==> src/hdl/cwc_pkg.sv <==
package cwc_pkg;

   localparam int MODE_BITS  = 3;
   localparam int FIELD_BITS = 32;
   localparam int CSR_IDX_BITS = 8;

   localparam logic [MODE_BITS-1:0] MODE_SENT      = 3'd0;
   localparam logic [MODE_BITS-1:0] MODE_ACKED     = 3'd1;
   localparam logic [MODE_BITS-1:0] MODE_LOST      = 3'd2;
   localparam logic [MODE_BITS-1:0] MODE_ACK_RX    = 3'd3;
   localparam logic [MODE_BITS-1:0] MODE_TIMEOUT   = 3'd4;
   localparam logic [MODE_BITS-1:0] MODE_DUP_ACK   = 3'd5;
   localparam logic [MODE_BITS-1:0] MODE_AVOID     = 3'd6;
   localparam logic [MODE_BITS-1:0] MODE_CLR_INFL  = 3'd7;

   localparam logic [CSR_IDX_BITS-1:0] CSR_INIT_WINDOW    = 8'd0;
   localparam logic [CSR_IDX_BITS-1:0] CSR_INIT_THRESHOLD = 8'd1;
   localparam logic [CSR_IDX_BITS-1:0] CSR_MIN_WINDOW     = 8'd2;
   localparam logic [CSR_IDX_BITS-1:0] CSR_MAX_WINDOW     = 8'd3;

   localparam logic [FIELD_BITS-1:0] RST_INIT_WINDOW    = 32'd10;
   localparam logic [FIELD_BITS-1:0] RST_INIT_THRESHOLD = 32'd64;
   localparam logic [FIELD_BITS-1:0] RST_MIN_WINDOW     = 32'd1;
   localparam logic [FIELD_BITS-1:0] RST_MAX_WINDOW     = 32'd1024;

   typedef struct packed {
      logic                 valid;
      logic [MODE_BITS-1:0] mode;
      logic                 loss;
   } event_type;

endpackage

==> src/hdl/cwc_in_stage.sv <==
module cwc_in_stage (
   input  logic                         clock,
   input  logic                         reset,
   input  logic                         req_valid,
   output logic                         req_stall,
   input  logic [cwc_pkg::MODE_BITS-1:0] req_mode,
   input  logic                         req_loss_flag,
   input  logic                         take,
   output cwc_pkg::event_type           evt
);
   import cwc_pkg::*;

   logic                 valid_ff, valid_in;
   logic [MODE_BITS-1:0] mode_ff;
   logic                 loss_ff;
   logic                 load;

   assign req_stall = valid_ff && !take;
   assign load      = req_valid && !req_stall;
   assign valid_in  = load || (valid_ff && !take);

   always_ff @(posedge clock) begin
      if (reset) begin
         valid_ff <= 1'b0;
      end else begin
         valid_ff <= valid_in;
      end
   end

   always_ff @(posedge clock) begin
      if (load) begin
         mode_ff <= req_mode;
         loss_ff <= req_loss_flag;
      end
   end

   assign evt = '{valid: valid_ff, mode: mode_ff, loss: loss_ff};

endmodule

==> src/hdl/cwc_next.sv <==
module cwc_next #(
   parameter int WINDOW_BITS = 32
) (
   input  logic [cwc_pkg::MODE_BITS-1:0] mode,
   input  logic                         loss,
   input  logic [WINDOW_BITS-1:0]       window,
   input  logic [WINDOW_BITS-1:0]       threshold,
   input  logic [WINDOW_BITS-1:0]       inflight,
   input  logic [WINDOW_BITS-1:0]       min_window,
   input  logic [WINDOW_BITS-1:0]       max_window,
   output logic [WINDOW_BITS-1:0]       window_nx,
   output logic [WINDOW_BITS-1:0]       threshold_nx,
   output logic [WINDOW_BITS-1:0]       inflight_nx,
   output logic                         may_send_nx
);
   import cwc_pkg::*;

   localparam logic [WINDOW_BITS-1:0] ONES = '1;
   localparam logic [WINDOW_BITS-1:0] ONE  = WINDOW_BITS'(1);

   logic [WINDOW_BITS-1:0] grow_raw, grown, half, halved;

   always_comb begin
      if (window < threshold) begin
         grow_raw = window[WINDOW_BITS-1] ? ONES : {window[WINDOW_BITS-2:0], 1'b0};
      end else begin
         grow_raw = (&window) ? ONES : window + ONE;
      end
      grown  = (grow_raw < max_window) ? grow_raw : max_window;
      half   = window >> 1;
      halved = (half > min_window) ? half : min_window;
   end

   always_comb begin
      window_nx    = window;
      threshold_nx = threshold;
      inflight_nx  = inflight;
      unique case (mode)
         MODE_SENT: begin
            inflight_nx = (&inflight) ? inflight : inflight + ONE;
         end
         MODE_ACKED, MODE_LOST: begin
            inflight_nx = (inflight == '0) ? inflight : inflight - ONE;
         end
         MODE_ACK_RX: begin
            if (loss) begin
               window_nx    = halved;
               threshold_nx = halved;
            end else begin
               window_nx = grown;
            end
         end
         MODE_TIMEOUT: begin
            window_nx    = min_window;
            threshold_nx = halved;
         end
         MODE_DUP_ACK: begin
            window_nx    = halved;
            threshold_nx = halved;
         end
         MODE_AVOID: begin
            threshold_nx = window;
         end
         MODE_CLR_INFL: begin
            inflight_nx = '0;
         end
         default: begin
            inflight_nx = inflight;
         end
      endcase
      may_send_nx = inflight_nx < window_nx;
   end

endmodule

==> src/hdl/congestion_window_controller_core.sv <==
// Channel  Handshake          Payload
// req      req_valid/stall    req_mode[2:0], req_loss_flag
// rsp      rsp_valid/stall    rsp_may_send, rsp_window_now, rsp_threshold_now,
//                             rsp_inflight_now
// csr      csr_valid/ready    csr_index, csr_wdata (ready always high)
//
// One word per cycle sustained while rsp_stall is low; an accepted word passes
// through the input register, then the state update into the result register.
// The state update is a single compare/shift/increment/min-max stage.
// Reset loads window 10, threshold 64, in-flight 0, min 1, max 1024.
// rsp_stall holds the result register; the input register then fills and
// req_stall rises.
module congestion_window_controller_core #(
   parameter int WINDOW_BITS = 32
) (
   input  logic                            clock,
   input  logic                            reset,
   input  logic                            req_valid,
   output logic                            req_stall,
   input  logic [cwc_pkg::MODE_BITS-1:0]    req_mode,
   input  logic                            req_loss_flag,
   output logic                            rsp_valid,
   input  logic                            rsp_stall,
   output logic                            rsp_may_send,
   output logic [cwc_pkg::FIELD_BITS-1:0]   rsp_window_now,
   output logic [cwc_pkg::FIELD_BITS-1:0]   rsp_threshold_now,
   output logic [cwc_pkg::FIELD_BITS-1:0]   rsp_inflight_now,
   input  logic                            csr_valid,
   output logic                            csr_ready,
   input  logic [cwc_pkg::CSR_IDX_BITS-1:0] csr_index,
   input  logic [cwc_pkg::FIELD_BITS-1:0]   csr_wdata
);
   import cwc_pkg::*;

   event_type evt;
   logic      take, csr_wr;

   logic [WINDOW_BITS-1:0] window_ff, threshold_ff, inflight_ff;
   logic [WINDOW_BITS-1:0] min_ff, max_ff;
   logic [WINDOW_BITS-1:0] window_in, threshold_in, inflight_in;
   logic [WINDOW_BITS-1:0] csr_val;
   logic                   may_send_in;

   logic                  rsp_valid_ff, rsp_valid_in;
   logic                  may_send_ff;
   logic [FIELD_BITS-1:0] win_out_ff, thr_out_ff, infl_out_ff;

   cwc_in_stage u_in (
      .clock         (clock),
      .reset         (reset),
      .req_valid     (req_valid),
      .req_stall     (req_stall),
      .req_mode      (req_mode),
      .req_loss_flag (req_loss_flag),
      .take          (take),
      .evt           (evt)
   );

   cwc_next #(.WINDOW_BITS(WINDOW_BITS)) u_next (
      .mode         (evt.mode),
      .loss         (evt.loss),
      .window       (window_ff),
      .threshold    (threshold_ff),
      .inflight     (inflight_ff),
      .min_window   (min_ff),
      .max_window   (max_ff),
      .window_nx    (window_in),
      .threshold_nx (threshold_in),
      .inflight_nx  (inflight_in),
      .may_send_nx  (may_send_in)
   );

   assign csr_ready    = 1'b1;
   assign csr_wr       = csr_valid && csr_ready;
   assign csr_val      = WINDOW_BITS'(csr_wdata);
   assign take         = evt.valid && (!rsp_valid_ff || !rsp_stall);
   assign rsp_valid_in = take || (rsp_valid_ff && rsp_stall);

   always_ff @(posedge clock) begin
      if (reset) begin
         window_ff    <= WINDOW_BITS'(RST_INIT_WINDOW);
         threshold_ff <= WINDOW_BITS'(RST_INIT_THRESHOLD);
         inflight_ff  <= '0;
         min_ff       <= WINDOW_BITS'(RST_MIN_WINDOW);
         max_ff       <= WINDOW_BITS'(RST_MAX_WINDOW);
         rsp_valid_ff <= 1'b0;
      end else begin
         rsp_valid_ff <= rsp_valid_in;
         if (take) begin
            window_ff    <= window_in;
            threshold_ff <= threshold_in;
            inflight_ff  <= inflight_in;
         end
         if (csr_wr) begin
            unique case (csr_index)
               CSR_INIT_WINDOW:    window_ff    <= csr_val;
               CSR_INIT_THRESHOLD: threshold_ff <= csr_val;
               CSR_MIN_WINDOW:     min_ff       <= csr_val;
               CSR_MAX_WINDOW:     max_ff       <= csr_val;
               default: begin
                  min_ff <= min_ff;
               end
            endcase
         end
      end
   end

   always_ff @(posedge clock) begin
      if (take) begin
         may_send_ff <= may_send_in;
         win_out_ff  <= FIELD_BITS'(window_in);
         thr_out_ff  <= FIELD_BITS'(threshold_in);
         infl_out_ff <= FIELD_BITS'(inflight_in);
      end
   end

   assign rsp_valid         = rsp_valid_ff;
   assign rsp_may_send      = may_send_ff;
   assign rsp_window_now    = win_out_ff;
   assign rsp_threshold_now = thr_out_ff;
   assign rsp_inflight_now  = infl_out_ff;

   a_in_hold: assert property (@(posedge clock) disable iff (reset)
      evt.valid && !take |=> evt.valid)
      else $error("input word dropped while result stalled");

   a_rsp_state: assert property (@(posedge clock) disable iff (reset)
      take && !csr_wr |=> rsp_valid && rsp_window_now == FIELD_BITS'(window_ff)
         && rsp_inflight_now == FIELD_BITS'(inflight_ff))
      else $error("result register out of step with state");

   a_sent_nonzero: assert property (@(posedge clock) disable iff (reset)
      take && evt.mode == MODE_SENT |=> inflight_ff != '0)
      else $error("in-flight count zero after sent");

endmodule

==> config.mk <==
export PLATFORM = sky130hd
export DESIGN_NAME = congestion_window_controller_core
export DESIGN_NICKNAME = d
export VERILOG_FILES = /design/src/hdl/cwc_pkg.sv /design/src/hdl/cwc_in_stage.sv /design/src/hdl/cwc_next.sv /design/src/hdl/congestion_window_controller_core.sv
export SDC_FILE = /design/constraint.sdc
export NUM_CORES = 1
export LEC_CHECK = 0
export BUFFER_PORTS_ARGS = -buffer_cell sky130_fd_sc_hd__buf_2
export CAP_MARGIN = 20
export CORE_MARGIN = 2
export CORE_UTILIZATION = 40
export CTS_CLUSTER_DIAMETER = 120
export DETAILED_ROUTE_END_ITERATION = 16
export SYNTH_ARGS = -nofsm -noshare
export SYNTH_HDL_FRONTEND = slang
export SYNTH_SLANG_ARGS = --single-unit
==> constraint.sdc <==
create_clock -name clock -period 14.7 [get_ports clock]
set_input_delay 1.47 -clock clock [delete_from_list [all_inputs] [get_ports clock]]
set_output_delay 1.47 -clock clock [all_outputs]
set_load 0.02 [all_outputs]
### After elaboration in Yosys (flattened, before gate mapping)

Index checks and enable logic that the tools add are counted.

| storage, ports and cells | value |
|---|---|
| output and inout bits | 100 |
| register bits | 263 |
| bits of input ports | 49 |
| word-level logic and storage cells | 68 |

| cells by class | value |
|---|---|
| eq/ne operators | 10 |
| multiplexer cells | 18 |
| reductions and logical operators | 20 |
| $add $sub $neg | 3 |
| order comparisons | 4 |

Operators by type and width:

| operator | number |
|---|---|
| $mux 32 | 15 |
| $pmux 32 s3 | 3 |
| $lt 32x32->1 | 3 |
| $add 32x1->32 const B | 2 |
| $reduce_and 32->1 | 2 |
| $gt 31x32->1 | 1 |
| $logic_not 32->1 | 1 |
| $sub 32x1->32 const B | 1 |
| $eq 8x2->1 const B | 2 |
| $eq 3x3->1 const B | 4 |
| $eq 8x1->1 const B | 1 |
| $logic_not 8->1 | 1 |
| $eq 3x2->1 const B | 2 |
| $logic_and 1x1->1 | 4 |
| $logic_not 1->1 | 4 |
| $reduce_and 2->1 | 2 |
| $reduce_or 2->1 | 2 |
| $eq 3x1->1 const B | 1 |
| $logic_not 3->1 | 1 |
| $logic_or 1x1->1 | 3 |

### Depth between registers and ports, before layout

Gate-level depths: netlist of run 1.

| logic depth | value |
|---|---|
| depth in word-level cells | 10 |
| depth in mapped cells | 33 |
| depth with buffers taken out | 30 |

### By module

From an unflattened synthesis of run 1, not the netlist that was laid out.

| second synthesis, totals | value |
|---|---|
| cell total of the unflattened synthesis | 2,547 |
| area total of the unflattened synthesis | 20,128.1 µm² |

By module, submodules not included:

| module | cells an instance | instances | seq. area each (µm²) | area an instance (µm²) |
|---|---|---|---|---|
| cwc_next | 1,643 | 1 | 0.0 | 10,090.9 |
| congestion_window_controller_core | 894 | 1 | 6,135.9 | 9,851.9 |
| cwc_in_stage | 10 | 1 | 140.1 | 185.2 |

### Least setup slack after synthesis of run 1

OpenSTA, ideal clock, no wires.

| timing | value |
|---|---|
| kind | register to register |
| start point | reg threshold_ff[15] |
| end point | reg may_send_ff (netlist: rsp_may_send), data pin |
| data required time | 14,554 ps |
| path buffers | 3 |
| clock period less this slack | 6,858 ps |
| library setup time | 146 ps |
| path slack | 7,842 ps |
| stages on the path, launching flop included | 34 |
| arrival time | 6,711 ps |
| cells stage by stage | dfxtp_1 -> inv_1 -> ha_1 -> nand2_1 -> nor4_1 -> o311a_1 -> o211ai_1 -> a21boi_1 -> clkbuf_1 -> o21ai_0 -> o21a_1 -> ha_1 -> nand4_1 -> nor4_1 -> nand3_1 -> nor4_2 -> o21ai_1 -> o21ai_2 -> buf_4 -> buf_4 -> mux2i_1 -> mux2i_1 -> a21oi_1 -> ha_1 -> a21o_1 -> a21o_1 -> a21o_1 -> a21o_1 -> a21o_1 -> a21o_1 -> a21o_1 -> a221oi_1 -> nand3_1 -> o2bb2ai_1 |

| on the way | value |
|---|---|
| longest elaborated chain between the ends | 7 |

RTL lines:

| element | RTL line | RTL |
|---|---|---|
| from (decl) | congestion_window_controller_core.sv:38 | `logic [WINDOW_BITS-1:0] window_ff, threshold_ff, inflight_ff;` |
| from (signal assigned) | congestion_window_controller_core.sv:82 | `threshold_ff <= WINDOW_BITS'(RST_INIT_THRESHOLD);` |
| from (signal assigned) | congestion_window_controller_core.sv:91 | `threshold_ff <= threshold_in;` |
| from (signal assigned) | congestion_window_controller_core.sv:97 | `CSR_INIT_THRESHOLD: threshold_ff <= csr_val;` |
| $lt 32x32->1 * | cwc_next.sv:24 | `if (window < threshold) begin` |
| $mux 32 * | cwc_next.sv:24 |  |
| $lt 32x32->1 | cwc_next.sv:29 | `grown = (grow_raw < max_window) ? grow_raw : max_window;` |
| $mux 32 * | cwc_next.sv:29 |  |
| $mux 32 * | cwc_next.sv:46 | `if (loss) begin` |
| $pmux 32 s3 * | cwc_next.sv:38 | `unique case (mode)` |
| $lt 32x32->1 * | cwc_next.sv:71 | `may_send_nx = inflight_nx < window_nx;` |
| named net may_send_in | congestion_window_controller_core.sv:42 | `logic may_send_in;` |
| to (signal assigned) | congestion_window_controller_core.sv:110 | `may_send_ff <= may_send_in;` |
| to (decl) | congestion_window_controller_core.sv:45 | `logic may_send_ff;` |

The timed path passes the listed nets; every way through them passes the cells marked *.
A chain may end at the register's enable or synchronous reset.

### Worst setup path in the final report of run 1

| timing | value |
|---|---|
| start point | reg window_ff[26] |
| end point | reg may_send_ff (netlist: rsp_may_send), data pin |

| on the way | value |
|---|---|
| longest elaborated chain between the ends | 8 |
| elaborated cells on any way between the ends | 13 |
| classes of those cells | add/sub: 1; order compare: 4; mux: 7; reduce/logical: 1 |

RTL lines:

| element | RTL line | RTL |
|---|---|---|
| from (decl) | congestion_window_controller_core.sv:38 |  |
| from (signal assigned) | congestion_window_controller_core.sv:81 | `window_ff <= WINDOW_BITS'(RST_INIT_WINDOW);` |
| from (signal assigned) | congestion_window_controller_core.sv:90 | `window_ff <= window_in;` |
| from (signal assigned) | congestion_window_controller_core.sv:96 | `CSR_INIT_WINDOW: window_ff <= csr_val;` |
| $add 32x1->32 or $reduce_and 32->1 (tied branches) | cwc_next.sv:27 | `grow_raw = (&window) ? ONES : window + ONE;` |
| $mux 32 | cwc_next.sv:27 |  |
| $mux 32 | cwc_next.sv:24 |  |
| $lt 32x32->1 | cwc_next.sv:29 |  |
| $mux 32 | cwc_next.sv:29 |  |
| $mux 32 | cwc_next.sv:46 |  |
| $pmux 32 s3 * | cwc_next.sv:38 |  |
| $lt 32x32->1 * | cwc_next.sv:71 |  |
| named net may_send_in | congestion_window_controller_core.sv:42 |  |

Marked as above.

==> results.toml, run 1 <==
[outcome]
run_status = "finished clean"

[sta]
final_max_slew_viol_count = 0
final.setup_skew_ns = 0.0288
worst_tran_pin_value_ns = 1.11
clock.fmax_mhz = 114
timing.final.setup_violations = 0
grt_setup_unrepaired = "false"
timing_hold_violations_final = 0
post-route-worst-setup-slack_ns = 5.94
period_needed_ns = 8.76
period_share_pct = 59.6
worst_slew_margin_rel_pct = 25.4
setup_total_negative_slack_ns = 0

[setup_path]
critical-path-max-stage-delay_ns = 0.63
kind_of_start_point_of_the_critical_path = "flop"
critical_path_buf_inv_count = 1
crit_arrival_ns = 9.19
crit_path_max_fanout = 23
cell_family_with_most_cp_delay = "compound AO/OA/AOI/OAI gates"
worst-setup-path-type = "reg -> reg"
worstSetupStartpoint = "window_ff[26]$_SDFF_PP0_"
crit-reg2reg-launch = "window_ff[26]$_SDFF_PP0_"
library_cell_appearing_most_often_on_the_critical_path = "sky130_fd_sc_hd__a21o_1"
cp.required_ns = 15.14
worst_path_cell_with_the_longest_stage_delay = "sky130_fd_sc_hd__dfxtp_1"
cp-end-kind = "flop"

[die]
fp.dieArea_um2 = 48300
initial_utilization_pct = 40.2
die_y_um = 220
rows = 79
core_area_um2 = 46300
ios = 149
die_width_um = 220

[clock_tree]
cts_sinks = 263
cts_made_buffers = 30
ctsLongestPathBuffers = 3
cts_htree_levels = 1
clock_tree_from_tritoncts = "yes"
post-cts-setup-buffer-count = 0
clk_pin_slew_ns = 0.07
cts_resized = 0
cts_hold_buf = 0
clk_root_buffer_cell = "sky130_fd_sc_hd__clkbuf_16"
insertion_delay_ns = 0.61

[synthesis]
netlist-cell-type-count = 88
synth_top_family_by_area = "compound AO/OA/AOI/OAI gates"
compound_cell_area_share_of_the_yosys_netlist_pct = 25.3
yosys_warnings = 0
synth.net_count = 2545
post_synth_simple_gate_area_pct = 20.9
post_synth_instance_area_um2 = 18600
cells_after_synthesis = 2368
post_synthesis_share_of_cell_area_spent_on_full_adders_half_adders_and_majority_gates_pct = 8.71
synth_enable_flop_cells = 101
post_synth_mux_area_share_pct = 3.20
synthXorXnorAreaFrac_pct = 1.04
postSynthRegisterBits = 263
synth_sequential_area_ratio_pct = 33.7
ys.flop_type = "sky130_fd_sc_hd__dfxtp_1"
postSynth.asyncResetShare_pct = 0
syn_area_per_cell_um2 = 7.86

[drt]
route.antenna.remaining_nets = 0
routed_wl_um = 80200
num_vias = 19385
drc = 0
avgRoutedWirePerCell_um = 26.3
drtIter0Drc = 2067
routed_via_density = 6.37
number_of_detailed_route_iterations_in_the_first_pass = 6

[placement]
placement.setup.worst_slack_ns = 6.19
io_buffers = 147
finalWeightedCongestion = 0.963
dp_hpwl_um = 55800

[grt]
grt_max_degree = 66
first_global_vias = 18017
grt_pass1_wl_um = 117000
grt_antenna_before_repair = 5
grtUsageTotal_pct = 32.7
leftover_overflow_at_the_end_of_global_routing = 0

[final_layout]
mostFrequentLayoutCell = "sky130_fd_sc_hd__nand2_1"
design.final.nets = 2590
nFillCells = 4629
final_layout_size_suffix_gt1_share_pct = 12.2
final_cell_mix = "sky130_fd_sc_hd__nand2_1 (314), sky130_fd_sc_hd__a21oi_1 (268), sky130_fd_sc_hd__nor2_1 (211), sky130_fd_sc_hd__dfxtp_1 (162), sky130_fd_sc_hd__buf_2 (146)"
layout-area-overhead-vs-synth_pct = 11.7

[min_path]
min-delay-path-class = "reg -> reg"
hold_path.startpoint = "min_ff[19]$_SDFFE_PP0P_"

[power]
ir_worst_vdd_v = 0.0000701
power.total_mw = 2.43
power.density_nw_per_um2 = 117
power.static_leakage_nw = 7.90

[job]
drv_cap = 0
## layout make-up
type / instances / area (um2) / area share [%]
well taps: 607 / 759 / 3.65
flip-flops and latches: 263 / 6280 / 30.2
diodes: 2 / 5.00 / 0.0241
repair buffers: 203 / 1160 / 5.57
inverters: 139 / 527 / 2.53
clock inverters: 19 / 189 / 0.909
multi-input cells: 1776 / 11100 / 53.3
clock buffers: 36 / 795 / 3.82
## metrics by stage
step | hold WS [ns] | instances | area (um2) | utilization (%)
2_1_floorplan | 0.436 | 2368 | 18600 | -
3_3_place_gp | 0.444 | 2988 | 19800 | 42.8
3_5_place_dp | 0.448 | 2988 | 19800 | 42.8
4_1_cts | 0.457 | 3043 | 20800 | 44.9
5_1_grt | 0.482 | 3043 | 20800 | 44.9
6_report | 0.457 | 3045 | 20800 | 44.9
## sequential cells by signal, summed over array words and instances (netlist names)
name and count:
u_in.mode_ff 3, u_in.loss_ff 1, inflight_ff 32, max_ff 32, threshold_ff 32, u_in.valid_ff 1
rsp_inflight_now 32, rsp_window_now 32, rsp_threshold_now 32, window_ff 32, min_ff 32, rsp_may_send 1
rsp_valid 1
## where the power goes
group          switching, mW  internal (mW)  leakage (nW)  total, mW
clock network          0.341          0.426         0.467      0.767
logic                  0.552          0.284          5.16      0.836
registers             0.0312          0.794          2.28      0.825
total                  0.925           1.50          7.90       2.43
## worst register-to-register path: cells and delay by family (launching register included)
kind / cells / cell delay, ns
mux: 2 / 0.46
fa+ha+maj: 3 / 0.88
compound gates: 18 / 4.44
flops: 1 / 0.63
buf+inv: 1 / 0.51
simple gates: 6 / 1.66
## cells in the mapped netlist (16+ instances only)
cell type	number	area [um2]
sky130_fd_sc_hd__a211oi_1	54	405
sky130_fd_sc_hd__a21o_1	47	353
sky130_fd_sc_hd__a21oi_1	268	1340
sky130_fd_sc_hd__a221oi_1	21	184
sky130_fd_sc_hd__and2_1	17	106
sky130_fd_sc_hd__and3_1	19	119
sky130_fd_sc_hd__buf_2	21	105
sky130_fd_sc_hd__clkbuf_1	150	563
sky130_fd_sc_hd__dfxtp_1	162	3240
sky130_fd_sc_hd__edfxtp_1	101	3030
sky130_fd_sc_hd__ha_1	128	1600
sky130_fd_sc_hd__inv_1	136	510
sky130_fd_sc_hd__mux2i_1	55	551
sky130_fd_sc_hd__nand2_1	316	1190
sky130_fd_sc_hd__nand3_1	51	255
sky130_fd_sc_hd__nand4_1	57	357
sky130_fd_sc_hd__nor2_1	215	807
sky130_fd_sc_hd__nor3_1	84	420
sky130_fd_sc_hd__o21a_1	18	135
sky130_fd_sc_hd__o21ai_0	95	475
sky130_fd_sc_hd__o22ai_1	43	269
sky130_fd_sc_hd__o31ai_1	17	128
sky130_fd_sc_hd__xnor2_1	16	140
## cells by family after synthesis
| family | after synthesis |
|---|---|
| XOR/XNOR | 22 |
| multiplexers | 59 |
| buffers and inverters | 329 |
| adder cells (fa/ha/maj) | 130 |
| other | 1 |
| flip-flops | 263 |
| AO/OA/AOI/OAI | 727 |
| AND/OR/NAND/NOR | 837 |
## per-layer routing
layer / vias to the layer above / wire [um] / GRT usage [%]
met2: 1171 / 34500 / 49.2
met3: 217 / 7270 / 4.51
met5: - / 45 / 0
met4: 2 / 4020 / 15.6
li1: 8764 / - / -
met1: 9231 / 34400 / 45.9
## path summary, 6_finish.rpt
path | to | slack (ns) | cells past startpoint
worst max-delay path | rsp_may_send$_DFFE_PP_ | 5.94 | 30
worst max register to register | rsp_may_send$_DFFE_PP_ | 5.94 | 30
worst min-delay path | min_ff[19]$_SDFFE_PP0P_ | 0.46 | 2
worst min register to register | min_ff[19]$_SDFFE_PP0P_ | 0.46 | 2
Power figures use the tool's default switching activity.
==> run 2, diff against run 1 <==
Clock period 14.7 ns to 8.7 ns, I/O delays scaled along.
==> run 2 against run 1 <==
Non-clock buffer count up 16. Critical path depth is the same. Wire length is 1.0% lower. Cell area rose by 0.69%. Worst setup slack got worse by 5.3 ns. Sequential cell count unchanged. Combinational power grew 73%. Via count shrank 0.59%. Worst hold slack got worse by 0.022 ns. Clock power is 68% higher.
==> results.toml, run 2 (synthesis results as in run 1) <==
[power]
power.static_leakage_nw = 8.01
ir_worst_vdd_v = 0.000154
power.density_nw_per_um2 = 197

[drt]
drc = 0
routed_wl_um = 79400
routed_via_density = 6.30
drtIter0Drc = 2306
number_of_detailed_route_iterations_in_the_first_pass = 8
avgRoutedWirePerCell_um = 25.9
route.antenna.remaining_nets = 0
num_vias = 19270

[die]
die_y_um = 220
ios = 149
core_area_um2 = 46300
fp.dieArea_um2 = 48300
die_width_um = 220
rows = 79
initial_utilization_pct = 40.2

[final_layout]
mostFrequentLayoutCell = "sky130_fd_sc_hd__nand2_1"
utilization_pct = 45.2
stdcell_count = 3061
final_layout_size_suffix_gt1_share_pct = 12.9
design.final.nets = 2606
final_instance_area_um2 = 20900
layout-area-overhead-vs-synth_pct = 12.4
final_cell_mix = "sky130_fd_sc_hd__nand2_1 (314), sky130_fd_sc_hd__a21oi_1 (268), sky130_fd_sc_hd__nor2_1 (211), sky130_fd_sc_hd__dfxtp_1 (162), sky130_fd_sc_hd__buf_2 (146)"

[grt]
grtUsageTotal_pct = 32.1
grt_pass1_wl_um = 116000
grt_antenna_before_repair = 3
leftover_overflow_at_the_end_of_global_routing = 0
first_global_vias = 17798
grt_max_degree = 79

[sta]
period_needed_ns = 8.11
post-route-worst-setup-slack_ns = 0.593
final.setup_skew_ns = 0.0285
setup_total_negative_slack_ns = 0
grt_setup_unrepaired = "false"
worst_tran_pin_value_ns = 1.01
period_share_pct = 93.2
worst_slew_margin_rel_pct = 31.8
timing.final.setup_violations = 0
timing_hold_violations_final = 0
clock.fmax_mhz = 123
final_max_slew_viol_count = 0

[job]
drv_cap = 0

[clock_tree]
cts_htree_levels = 1
clk_pin_slew_ns = 0.06
cts_hold_buf = 0
ctsLongestPathBuffers = 3
cts_sinks = 263
clock_tree_from_tritoncts = "yes"
clk_root_buffer_cell = "sky130_fd_sc_hd__clkbuf_16"
insertion_delay_ns = 0.62
cts_made_buffers = 30

[setup_path]
crit_arrival_ns = 8.56
crit_path_max_fanout = 16
cp-end-kind = "flop"
kind_of_start_point_of_the_critical_path = "flop"
cell_family_with_most_cp_delay = "compound AO/OA/AOI/OAI gates"
worst-setup-path-type = "reg -> reg"
library_cell_appearing_most_often_on_the_critical_path = "sky130_fd_sc_hd__a21o_1"
r2r_slack_ns = 0.59
worst_path_cell_with_the_longest_stage_delay = "sky130_fd_sc_hd__dfxtp_1"
cp.required_ns = 9.15
critical_path_buf_inv_count = 2
critical-path-max-stage-delay_ns = 0.63

[placement]
io_buffers = 147
placement.setup.worst_slack_ns = 0.349
placed_cell_area_um2 = 19900
post-place-cells = 3000
finalWeightedCongestion = 1.00
dp_hpwl_um = 55600

[outcome]
run_status = "finished clean"

[min_path]
min-delay-path-class = "in -> reg"
-- run 2: cell types whose count changed in the layout (fill, tap and decap cells not counted), sizes merged --
cell and change:
inv -4, diode -1, buf +16, clkinv +5
clkbuf +2, clkinvlp -2
-- run 2: through the flow --
step	power [mW]	hold WS (ns)
final	4.13	0.435
after detailed placement	2.80	0.452
after global routing	4.29	0.433
after floorplan	2.32	0.436
after global placement	2.79	0.443
after CTS	4.08	0.421
-- run 2: worst paths after layout --
| path | from | end | cells after the start |
|---|---|---|---|
| setup / recovery | window_ff[7]$_SDFF_PP0_ | rsp_may_send$_DFFE_PP_ | 30 |
| hold / removal | req_mode[1] | u_in.mode_ff[1]$_DFFE_PP_ | 1 |
| setup reg to reg | window_ff[7]$_SDFF_PP0_ | rsp_may_send$_DFFE_PP_ | 30 |
| hold reg to reg | min_ff[11]$_SDFFE_PP0P_ | min_ff[11]$_SDFFE_PP0P_ | 2 |
-- run 2: timing repair --
item | in CTS | in global routing
setup endpoints to repair | 0 | 1
buffers inserted | 0 | 4
gates resized for setup | 0 | 3
endpoints found under the hold margin | 0 | 0
-- run 2: metal layers --
metal | GRT usage (%) | wire length [um] | up-vias
met4 | 12.9 | 3320 | 2
li1 | - | - | 8780
met2 | 48.4 | 33700 | 1086
met3 | 5.52 | 7660 | 194
met5 | 0 | 11 | -
met1 | 45.5 | 34700 | 9208
-- run 2: report_power, final --
part           switching (mW)  leakage [nW]  internal, mW
logic                   0.943          5.25         0.511
registers              0.0483          2.28          1.34
clock network           0.565         0.475         0.721
total                    1.56          8.01          2.57
-- run 2: worst reg2reg max path: cells and delay by family, from the launching register on --
kind            cells  cell delay, ns
fa+ha+maj           3            0.95
simple gates        8            2.05
flops               1            0.63
buf+inv             2            0.55
compound gates     17            3.76
-- run 2: final cells by class --
cell class	instances	area [um2]
diodes	1	2.50
repair buffers	219	1290
well taps	607	759
clock buffers	38	812
fillers	4638	25300
inverters	139	527
multi-input cells	1776	11100
clock inverters	18	164
flip-flops and latches	263	6280
